$ cat src/rtl/ntcts_pkg.sv
// Package: shared types, threshold tables and band tables for the NTC temperature block.
package ntcts_pkg;

  localparam int AdcW    = 12;
  localparam int TempW   = 8;
  localparam int RomAw   = 7;
  localparam int BandAw  = 5;
  localparam int LenW    = 5;
  localparam int RomSize = 121;
  localparam int BandNum = 24;
  localparam int RiseJump = 6;
  // floor(x / 100) == (x * 5243) >> 19 for every 12-bit x
  localparam int RecipMul   = 5243;
  localparam int RecipShift = 19;
  localparam int RecipW     = 13;
  localparam int QuotW      = 6;

  typedef enum logic [1:0] {
    ST_IDLE,
    ST_BAND,
    ST_WALK,
    ST_FILT
  } state_e;

  // controller -> datapath
  typedef struct packed {
    logic load_item;
    logic band_setup;
    logic walk_step;
    logic commit;
  } ctrl_cmd_t;

  // datapath -> controller
  typedef struct packed {
    logic in_band;
    logic walk_done;
    logic out_free;
  } dp_sts_t;

  // ADC reading for 0..120 degrees, descending
  localparam logic [AdcW-1:0] ADC_ROM [RomSize] = '{
    12'd2432, 12'd2404,
    12'd2375, 12'd2346, 12'd2317,
    12'd2287, 12'd2257, 12'd2226,
    12'd2196, 12'd2165, 12'd2134, 12'd2102,
    12'd2071, 12'd2039, 12'd2007,
    12'd1976, 12'd1944, 12'd1912,
    12'd1880, 12'd1848, 12'd1816,
    12'd1784, 12'd1752, 12'd1721,
    12'd1689, 12'd1658, 12'd1627,
    12'd1597, 12'd1567, 12'd1537, 12'd1507,
    12'd1477, 12'd1448, 12'd1419,
    12'd1391, 12'd1362, 12'd1334, 12'd1307,
    12'd1279, 12'd1253, 12'd1226, 12'd1200,
    12'd1175, 12'd1149, 12'd1124,
    12'd1099, 12'd1075, 12'd1051, 12'd1028, 12'd1005,
    12'd982, 12'd960, 12'd938, 12'd917,
    12'd896, 12'd875, 12'd855, 12'd835, 12'd816,
    12'd797, 12'd779, 12'd760, 12'd743, 12'd725, 12'd708,
    12'd692, 12'd675, 12'd660, 12'd644, 12'd629, 12'd614, 12'd600,
    12'd585, 12'd572, 12'd558, 12'd545, 12'd532, 12'd520, 12'd507,
    12'd495, 12'd484, 12'd472, 12'd461, 12'd450, 12'd440, 12'd430, 12'd419, 12'd410,
    12'd400,
    12'd391, 12'd382, 12'd373, 12'd364, 12'd356, 12'd348, 12'd340, 12'd332, 12'd324,
    12'd317, 12'd309, 12'd302,
    12'd295, 12'd289, 12'd282, 12'd276, 12'd270, 12'd264, 12'd258, 12'd252, 12'd246,
    12'd241, 12'd235, 12'd230, 12'd225, 12'd220,
    12'd215, 12'd211, 12'd206, 12'd201,
    12'd197, 12'd193
  };

  localparam logic [RomAw-1:0] BAND_START [BandNum] = '{
    7'd0, 7'd2, 7'd5, 7'd8, 7'd12, 7'd15, 7'd18, 7'd21, 7'd24, 7'd27, 7'd31, 7'd34,
    7'd38, 7'd42, 7'd45, 7'd50, 7'd54, 7'd59, 7'd65, 7'd72, 7'd79, 7'd89, 7'd101, 7'd119
  };

  localparam logic [LenW-1:0] BAND_LEN [BandNum] = '{
    5'd2, 5'd3, 5'd3, 5'd4, 5'd3, 5'd3, 5'd3, 5'd3, 5'd3, 5'd4, 5'd3, 5'd4,
    5'd4, 5'd3, 5'd5, 5'd4, 5'd5, 5'd6, 5'd7, 5'd7, 5'd10, 5'd12, 5'd18, 5'd2
  };

  // threshold read; past the end reads as zero
  function automatic logic [AdcW-1:0] rom_read(input logic [RomAw-1:0] idx);
    logic [AdcW-1:0] val;
    val = '0;
    if (idx < RomAw'(RomSize)) begin
      val = ADC_ROM[idx];
    end
    return val;
  endfunction

  function automatic logic [RomAw-1:0] band_start(input logic [BandAw-1:0] band);
    logic [RomAw-1:0] val;
    val = '0;
    if (band < BandAw'(BandNum)) begin
      val = BAND_START[band];
    end
    return val;
  endfunction

  function automatic logic [LenW-1:0] band_len(input logic [BandAw-1:0] band);
    logic [LenW-1:0] val;
    val = LenW'(1);
    if (band < BandAw'(BandNum)) begin
      val = BAND_LEN[band];
    end
    return val;
  endfunction

endpackage

$ cat src/rtl/ntcts_if.sv
// Interfaces: sample request channel, result channel and offset write channel.
interface ntcts_in_if;
  logic        valid;
  logic        ready;
  logic        cmd;
  logic [11:0] adc_value;

  modport source (output valid, output cmd, output adc_value, input ready);
  modport sink   (input valid, input cmd, input adc_value, output ready);
endinterface

interface ntcts_out_if;
  logic       valid;
  logic       ready;
  logic [7:0] temperature;
  logic [7:0] raw_temperature;
  logic       in_range;

  modport source (output valid, output temperature, output raw_temperature,
                  output in_range, input ready);
  modport sink   (input valid, input temperature, input raw_temperature,
                  input in_range, output ready);
endinterface

interface ntcts_cfg_if;
  logic       valid;
  logic       ready;
  logic [7:0] data;

  modport source (output valid, output data, input ready);
  modport sink   (input valid, input data, output ready);
endinterface

$ cat src/rtl/ntc_adc_to_temperature_smoothed.sv
// Top level: NTC ADC sample to temperature with slew-limited display value.
// Flow: band setup, a threshold walk (none when out of band), then the filter
//   commit, which waits for the previous result to be taken.
// Requests: a new request is taken only after the previous one has committed.
// Reset: held and shown temperatures, filter counters and offset clear to zero.
module ntc_adc_to_temperature_smoothed #(
  parameter int HOLD_COUNT = 3
) (
  input  logic          clk_i,
  input  logic          rst_ni,
  ntcts_in_if.sink      in_i,
  ntcts_out_if.source   out_o,
  ntcts_cfg_if.sink     cfg_i
);

  ntcts_pkg::ctrl_cmd_t ctrl_cmd;
  ntcts_pkg::dp_sts_t   dp_sts;

  // sequencing
  ntcts_ctrl u_ctrl (
    .clk_i      (clk_i),
    .rst_ni     (rst_ni),
    .in_valid_i (in_i.valid),
    .sts_i      (dp_sts),
    .cmd_o      (ctrl_cmd)
  );

  // datapath drives the channel ready from the load command
  ntcts_dp #(
    .HOLD_COUNT (HOLD_COUNT)
  ) u_dp (
    .clk_i  (clk_i),
    .rst_ni (rst_ni),
    .cmd_i  (ctrl_cmd),
    .sts_o  (dp_sts),
    .in_i   (in_i),
    .out_o  (out_o),
    .cfg_i  (cfg_i)
  );

endmodule

$ cat src/rtl/ntcts_ctrl.sv
// Controller: sequences band setup, threshold walk and filter commit for one request.
module ntcts_ctrl (
  input  logic                  clk_i,
  input  logic                  rst_ni,
  input  logic                  in_valid_i,
  input  ntcts_pkg::dp_sts_t    sts_i,
  output ntcts_pkg::ctrl_cmd_t  cmd_o
);

  ntcts_pkg::state_e state_q, state_d;

  // state register
  always_ff @(posedge clk_i or negedge rst_ni) begin
    if (!rst_ni) begin
      state_q <= ntcts_pkg::ST_IDLE;
    end else begin
      state_q <= state_d;
    end
  end

  // next state
  always_comb begin
    state_d = state_q;
    case (state_q)
      ntcts_pkg::ST_IDLE: begin
        if (in_valid_i) state_d = ntcts_pkg::ST_BAND;
      end
      ntcts_pkg::ST_BAND: begin
        state_d = sts_i.in_band ? ntcts_pkg::ST_WALK : ntcts_pkg::ST_FILT;
      end
      ntcts_pkg::ST_WALK: begin
        if (sts_i.walk_done) state_d = ntcts_pkg::ST_FILT;
      end
      ntcts_pkg::ST_FILT: begin
        if (sts_i.out_free) state_d = ntcts_pkg::ST_IDLE;
      end
      default: state_d = ntcts_pkg::ST_IDLE;
    endcase
  end

  // outputs; the load command doubles as the request ready
  always_comb begin
    cmd_o = '0;
    case (state_q)
      ntcts_pkg::ST_IDLE: cmd_o.load_item  = in_valid_i;
      ntcts_pkg::ST_BAND: cmd_o.band_setup = 1'b1;
      ntcts_pkg::ST_WALK: cmd_o.walk_step  = 1'b1;
      ntcts_pkg::ST_FILT: cmd_o.commit     = sts_i.out_free;
      default: ;
    endcase
  end

endmodule

$ cat src/rtl/ntcts_dp.sv
// Datapath: band select, threshold walk, held lookup, slew filter and result register.
module ntcts_dp #(
  parameter int HOLD_COUNT = 3
) (
  input  logic                  clk_i,
  input  logic                  rst_ni,
  input  ntcts_pkg::ctrl_cmd_t  cmd_i,
  output ntcts_pkg::dp_sts_t    sts_o,
  ntcts_in_if.sink              in_i,
  ntcts_out_if.source           out_o,
  ntcts_cfg_if.sink             cfg_i
);

  localparam int CntW  = $clog2(HOLD_COUNT + 1);
  localparam int AdcW  = ntcts_pkg::AdcW;
  localparam int TempW = ntcts_pkg::TempW;
  localparam int RomAw = ntcts_pkg::RomAw;
  localparam int LenW  = ntcts_pkg::LenW;
  localparam int ProdW = AdcW + ntcts_pkg::RecipW;

  // request capture
  logic            cmd_q;
  logic [AdcW-1:0] adc_q;

  // configuration
  logic [TempW-1:0] offset_q;

  // walk state
  logic [RomAw-1:0] start_q;
  logic [LenW-1:0]  len_q;
  logic [LenW-1:0]  idx_q;
  logic             hit_q;

  // lookup and filter state
  logic [TempW-1:0] held_q;
  logic [TempW-1:0] shown_q;
  logic             started_q;
  logic [CntW-1:0]  rise_q;
  logic [CntW-1:0]  fall_q;

  // result register
  logic             out_valid_q;
  logic [TempW-1:0] out_temp_q;
  logic [TempW-1:0] out_raw_q;
  logic             out_hit_q;

  // q = adc / 100 via reciprocal multiply
  logic [ProdW-1:0]                 prod;
  logic [ntcts_pkg::QuotW-1:0]      quot;
  logic [ntcts_pkg::BandAw-1:0]     band;
  logic                             in_band;

  assign prod    = ProdW'(adc_q) * ProdW'(ntcts_pkg::RecipMul);
  assign quot    = prod[ntcts_pkg::RecipShift +: ntcts_pkg::QuotW];
  assign in_band = (quot != '0) && (quot <= ntcts_pkg::QuotW'(ntcts_pkg::BandNum));
  assign band    = ntcts_pkg::BandAw'(ntcts_pkg::QuotW'(ntcts_pkg::BandNum) - quot);

  // one band entry and its successor per cycle
  logic [RomAw-1:0] rom_idx;
  logic [AdcW-1:0]  ent_a, ent_b;
  logic             last_idx, match, walk_done;

  assign rom_idx   = start_q + RomAw'(idx_q);
  assign ent_a     = ntcts_pkg::rom_read(rom_idx);
  assign ent_b     = ntcts_pkg::rom_read(rom_idx + RomAw'(1));
  assign last_idx  = (idx_q + LenW'(1)) >= len_q;
  assign match     = (ent_a == adc_q) || ((ent_a > adc_q) && (ent_b < adc_q));
  assign walk_done = last_idx || match;

  // slew filter on the held raw value
  logic [TempW-1:0] base;
  logic [TempW:0]   diff;
  logic             diff_neg, diff_pos, diff_small;
  logic [TempW-1:0] shown_nx;
  logic [CntW-1:0]  rise_nx, fall_nx;

  assign base       = started_q ? shown_q : held_q;
  assign diff       = {1'b0, held_q} - {1'b0, base};
  assign diff_neg   = diff[TempW];
  assign diff_pos   = !diff_neg && (diff != '0);
  assign diff_small = diff_pos && (diff < (TempW+1)'(ntcts_pkg::RiseJump));

  always_comb begin
    shown_nx = base;
    rise_nx  = rise_q;
    fall_nx  = fall_q;
    if (diff_small) begin
      fall_nx = '0;
      if (rise_q >= CntW'(HOLD_COUNT)) begin
        rise_nx  = '0;
        shown_nx = base + TempW'(1);
      end else begin
        rise_nx = rise_q + CntW'(1);
      end
    end else if (diff_pos) begin
      shown_nx = held_q;
    end else if (diff_neg) begin
      rise_nx = '0;
      if (fall_q >= CntW'(HOLD_COUNT)) begin
        fall_nx  = '0;
        shown_nx = base - TempW'(1);
      end else begin
        fall_nx = fall_q + CntW'(1);
      end
    end else begin
      rise_nx = '0;
      fall_nx = '0;
    end
  end

  // request payload
  always_ff @(posedge clk_i) begin
    if (cmd_i.load_item) begin
      cmd_q <= in_i.cmd;
      adc_q <= in_i.adc_value;
    end
  end

  // offset register
  always_ff @(posedge clk_i or negedge rst_ni) begin
    if (!rst_ni) begin
      offset_q <= '0;
    end else if (cfg_i.valid) begin
      offset_q <= cfg_i.data;
    end
  end

  // band setup and walk index
  always_ff @(posedge clk_i) begin
    if (cmd_i.band_setup) begin
      start_q <= ntcts_pkg::band_start(band);
      len_q   <= ntcts_pkg::band_len(band);
      idx_q   <= '0;
    end else if (cmd_i.walk_step && !walk_done) begin
      idx_q <= idx_q + LenW'(1);
    end
  end

  // held lookup and filter state
  always_ff @(posedge clk_i or negedge rst_ni) begin
    if (!rst_ni) begin
      hit_q     <= 1'b0;
      held_q    <= '0;
      shown_q   <= '0;
      started_q <= 1'b0;
      rise_q    <= '0;
      fall_q    <= '0;
    end else begin
      if (cmd_i.band_setup) begin
        hit_q <= in_band;
      end
      if (cmd_i.walk_step && walk_done) begin
        held_q <= TempW'(rom_idx) + offset_q;
      end
      if (cmd_i.commit && !cmd_q) begin
        shown_q   <= shown_nx;
        started_q <= 1'b1;
        rise_q    <= rise_nx;
        fall_q    <= fall_nx;
      end
    end
  end

  // result register
  always_ff @(posedge clk_i or negedge rst_ni) begin
    if (!rst_ni) begin
      out_valid_q <= 1'b0;
    end else if (cmd_i.commit) begin
      out_valid_q <= 1'b1;
    end else if (out_o.ready) begin
      out_valid_q <= 1'b0;
    end
  end

  always_ff @(posedge clk_i) begin
    if (cmd_i.commit) begin
      out_temp_q <= cmd_q ? held_q : shown_nx;
      out_raw_q  <= held_q;
      out_hit_q  <= hit_q;
    end
  end

  assign cfg_i.ready           = 1'b1;
  assign in_i.ready            = cmd_i.load_item;
  assign out_o.valid           = out_valid_q;
  assign out_o.temperature     = out_temp_q;
  assign out_o.raw_temperature = out_raw_q;
  assign out_o.in_range        = out_hit_q;

  assign sts_o.in_band   = in_band;
  assign sts_o.walk_done = walk_done;
  assign sts_o.out_free  = !out_valid_q || out_o.ready;

endmodule

$ cat src/flat_wrapper.sv
// flat-port wrapper written by rule: the top's interface ports become plain ports
module ntc_adc_to_temperature_smoothed_flat 
#(
  parameter int HOLD_COUNT = 3
)
  (clk_i, rst_ni, in_i_valid, in_i_cmd, in_i_adc_value, in_i_ready, out_o_valid, out_o_temperature, out_o_raw_temperature, out_o_in_range, out_o_ready, cfg_i_valid, cfg_i_data, cfg_i_ready);
  ntcts_in_if in_i_i ();
  ntcts_out_if out_o_i ();
  ntcts_cfg_if cfg_i_i ();
  input  logic clk_i;
  input  logic rst_ni;
  input wire logic [$bits(in_i_i.valid)-1:0] in_i_valid;
  input wire logic [$bits(in_i_i.cmd)-1:0] in_i_cmd;
  input wire logic [$bits(in_i_i.adc_value)-1:0] in_i_adc_value;
  output wire logic [$bits(in_i_i.ready)-1:0] in_i_ready;
  output wire logic [$bits(out_o_i.valid)-1:0] out_o_valid;
  output wire logic [$bits(out_o_i.temperature)-1:0] out_o_temperature;
  output wire logic [$bits(out_o_i.raw_temperature)-1:0] out_o_raw_temperature;
  output wire logic [$bits(out_o_i.in_range)-1:0] out_o_in_range;
  input wire logic [$bits(out_o_i.ready)-1:0] out_o_ready;
  input wire logic [$bits(cfg_i_i.valid)-1:0] cfg_i_valid;
  input wire logic [$bits(cfg_i_i.data)-1:0] cfg_i_data;
  output wire logic [$bits(cfg_i_i.ready)-1:0] cfg_i_ready;
  assign in_i_i.valid = in_i_valid;
  assign in_i_i.cmd = in_i_cmd;
  assign in_i_i.adc_value = in_i_adc_value;
  assign in_i_ready = in_i_i.ready;
  assign out_o_valid = out_o_i.valid;
  assign out_o_temperature = out_o_i.temperature;
  assign out_o_raw_temperature = out_o_i.raw_temperature;
  assign out_o_in_range = out_o_i.in_range;
  assign out_o_i.ready = out_o_ready;
  assign cfg_i_i.valid = cfg_i_valid;
  assign cfg_i_i.data = cfg_i_data;
  assign cfg_i_ready = cfg_i_i.ready;
  ntc_adc_to_temperature_smoothed #(.HOLD_COUNT(HOLD_COUNT)) u_core (.clk_i(clk_i), .rst_ni(rst_ni), .in_i(in_i_i), .out_o(out_o_i), .cfg_i(cfg_i_i));
endmodule
$ cat config.mk
export PLATFORM = sky130hd
export DESIGN_NAME = ntc_adc_to_temperature_smoothed_flat
export DESIGN_NICKNAME = d
export VERILOG_FILES = /design/src/rtl/ntcts_pkg.sv /design/src/rtl/ntcts_if.sv /design/src/rtl/ntc_adc_to_temperature_smoothed.sv /design/src/rtl/ntcts_ctrl.sv /design/src/rtl/ntcts_dp.sv /design/src/flat_wrapper.sv
export SDC_FILE = /design/constraint.sdc
export NUM_CORES = 1
export LEC_CHECK = 0
export BUFFER_PORTS_ARGS = -buffer_cell sky130_fd_sc_hd__clkbuf_2
export CAP_MARGIN = 20
export CORE_ASPECT_RATIO = 1.75
export CORE_MARGIN = 2
export CORE_UTILIZATION = 59
export DETAILED_ROUTE_END_ITERATION = 7
export PLACE_DENSITY_LB_ADDON = 0.08
export SLEW_MARGIN = 20
export SYNTH_ARGS = -nofsm -noshare
export SYNTH_HDL_FRONTEND = slang
export SYNTH_SLANG_ARGS = --single-unit
export TNS_END_PERCENT = 10
$ cat constraint.sdc
create_clock -name clk_i -period 6.7 [get_ports clk_i]
set_input_delay 0.335 -clock clk_i [delete_from_list [all_inputs] [get_ports clk_i]]
set_output_delay 0.335 -clock clk_i [all_outputs]
set_load 0.01 [all_outputs]
==> flow_summary.yaml <==
run_status:
  status: "finished, final reports clean"
sta:
  setup_slack_ns: 0.217
  fmaxAchievable_ghz: 0.154
  hold_viol: 0
  timing.final.crit_share_pct: 96.8
  worstMarginPinSlew_ns: 0.941
  max_slew_margin_pct: 35.7
  finClkSkew_ns: 0.00969
  setup-violations-final: 0
  drv_slew: 0
  layout_min_cycle_time_ns: 6.48
grt:
  grt_max_degree: 52
  grt_usage_pct: 34.6
  grt_overflow: 0
  grt_pass1_wl_mm: 59.6
  grt_pass1_vias: 11225
  grt_antenna_before_repair: 0
placement:
  io_buffers: 44
  gp_congestion: 1.00
  dp_hpwl_mm: 28.2
  dp_slack_ns: -0.0878
critical_path:
  cpPeakStageDelay_ns: 0.53
  path_max_fanout: 6
  cp-end-kind: "register"
  crit_top_cell: "inv_1"
  arrival_ns: 6.57
  cp-start-kind: "register"
  critPathSlowestCell: "fa_1"
  critPathKind: "register to register"
  critPathRequiredTime_ns: 6.79
cts:
  clkTransAtPathRegs_ns: 0.06
  numCtsBuffers: 9
  clk_latency_ns: 0.34
  cts_root_buf: "clkbuf_16"
  cts.sinks: 80
  htree_num_levels: 3
  clockBufferDepth: 2
  cts_tree: "built"
logic_synthesis:
  ys_seq_area_share_pct: 18.3
  synth_area_sq_um: 12000
  synth_cells: 1450
  synthArstFlopShare_pct: 41.3
  synth-main-ff-cell: "edfxtp_1"
  yosysTopAreaCell: "ha_1"
  syn_nets: 1690
  avgSynthCellArea_sq_um: 8.24
  synth_cell_type_count: 96
  ys.warnings.count: 0
  synth_common_cells: "ha_1, inv_1, nand2_1"
  synth-seq-cells: 80
  yosysTopAreaCellShare_pct: 17.5
  synth_area_leaders: "ha_1, edfxtp_1, fa_1"
  synth_most_common_cell: "ha_1"
  synth_edf_count: 42
worst_hold_path:
  hold_class: "input port to asynchronous set/reset pin"
floorplanning:
  initial_core_util_pct: 60.3
  core.rowCount: 68
  die_w_um: 112
  fp.dieArea_sq_um: 21500
  dieHeight_um: 192
  core_area_sq_um: 19800
  io_pins: 46
detailed_routing:
  post-route-drc-count: 0
  drtPass1Iterations: 6
  vias_per_cell: 6.60
  drtIter0Drc: 999
  routedWlPerCell_um: 21.1
  ant_nets: 0
  drt_wl_total_mm: 36.9
  vias: 11552
cells_and_area:
  drive_above_1_share_pct: 16.8
  final_nets: 1739
  diodes: 0
  syn2layout_area_growth_pct: 11.8
job:
  drv_cap: 0
==> worst max-delay path: cells and delay by family (launching register included) <==
family / cells / cell delay (ns)
fa+ha+maj: 7 / 2.35
simple gates: 7 / 1.33
compound gates: 7 / 1.21
buf+inv: 6 / 0.63
flops: 1 / 0.52
xor+xnor: 1 / 0.20
==> what timing repair did <==
item,4_1_cts,5_1_grt
hold endpoints to repair,0,0
gates resized for setup,2,45
hold buffers,0,0
endpoints found under the setup margin,6,14
buffers inserted,0,17
pin swaps,0,30
==> final timing paths <==
check / from / to / slack (ns) / cells after the start
setup / recovery: u_core.u_dp.adc_q[10]$_DFFE_PP_ / u_core.u_dp.len_q[0]$_SDFFCE_PP1P_ / 0.22 / 28
min in group clk_i: in_i_adc_value[1] / u_core.u_dp.adc_q[1]$_DFFE_PP_ / 0.16 / 1
max in group asynchronous: rst_ni / u_core.u_dp.out_o.valid$_DFFE_PN0P_ / 6.08 / 1
setup reg to reg: u_core.u_dp.adc_q[10]$_DFFE_PP_ / u_core.u_dp.len_q[0]$_SDFFCE_PP1P_ / 0.22 / 28
hold reg to reg: u_core.u_dp.hit_q$_DFFE_PN0P_ / u_core.u_dp.out_o.in_range$_DFFE_PP_ / 0.46 / 0
hold / removal: rst_ni / u_core.u_dp.rise_q[1]$_DFFE_PN0P_ / 0.08 / 1
==> cell usage in the layout, fill, tap and decap left out, types with 7 or more instances in the layout <==
master and n:
o221ai_1 8, a31oi_1 22, inv_2 9, buf_4 79, clkbuf_16 9, a211oi_1 31
nand3_1 31, xor2_1 12, and3_1 9, o31ai_1 7, a221oi_1 12, ha_1 157
o22ai_1 16, ha_4 10, fa_1 46, mux2i_1 16, edfxtp_1 42, inv_1 144
clkbuf_2 44, a21o_1 23, o211ai_1 30, or3_1 8, o21ai_0 99, a211o_1 8
a21oi_1 86, mux2_2 24, or2_2 8, nor2_1 97, o21a_1 12, nand2_1 131
a2111oi_0 7, nor2b_1 7, a311oi_1 14, xnor2_1 16, dfrtp_1 33, nand4_1 12
nand2b_1 8, nor3_1 21, o21ai_1 8
==> cell families after synthesis <==
logic type	after synthesis	synth area share (%)
AO/OA/AOI/OAI	460	26.3
XOR/XNOR	37	3.34
adder cells (fa/ha/maj)	214	25.4
buffers and inverters	243	7.91
flip-flops	80	18.3
multiplexers	44	4.26
other	1	0.0314
AND/OR/NAND/NOR	371	14.5
==> sequential cells by signal, indices dropped and copies added (netlist names), 2 cells and up <==
signal,count
u_core.u_dp.out_o.temperature,8
u_core.u_dp.len_q,5
u_core.u_dp.offset_q,8
u_core.u_ctrl.state_q,2
u_core.u_dp.shown_q,8
u_core.u_dp.out_o.raw_temperature,8
u_core.u_dp.fall_q,2
u_core.u_dp.start_q,7
u_core.u_dp.adc_q,12
u_core.u_dp.held_q,8
u_core.u_dp.idx_q,5
u_core.u_dp.rise_q,2
==> stage by stage <==
| stage | area (sq um) | cells | hold WS [ns] | utilization, % | TNS [ns] |
|---|---|---|---|---|---|
| final | 13400 | 1749 | 0.0840 | 67.4 | 0 |
| after floorplan | 12000 | 1450 | 0.0394 | - | -0.0377 |
| after detailed placement | 12700 | 1716 | 0.447 | 64.0 | -0.137 |
| after CTS | 13000 | 1732 | 0.102 | 65.4 | -0.103 |
| after global placement | 12700 | 1716 | 0.437 | 64.0 | 0 |
| after global routing | 13400 | 1749 | 0.155 | 67.4 | -0.0445 |
==> per-layer routing <==
metal | vias up | routed length, um | part of all wire, % | track usage, %
li1 | 5384 | - | - | -
met1 | 5552 | 13800 | 37 | 40.3
met2 | 477 | 19300 | 52 | 62.6
met3 | 139 | 1780 | 4.8 | 3.83
met4 | 0 | 2080 | 5.6 | 18.1
met5 | - | 0 | 0 | 0
==> layout make-up <==
cell class / instances / area (sq um)
timing repair buffer: 126 / 865
inverter: 155 / 582
fill: 1732 / 6460
clock buffer: 12 / 236
multi-input combinational: 1127 / 9160
clock inverter: 4 / 26.3
tap: 245 / 307
sequential: 80 / 2190
Power is not shown: default switching activity piles up to over one toggle a cycle in this logic, so the estimate is an artifact.
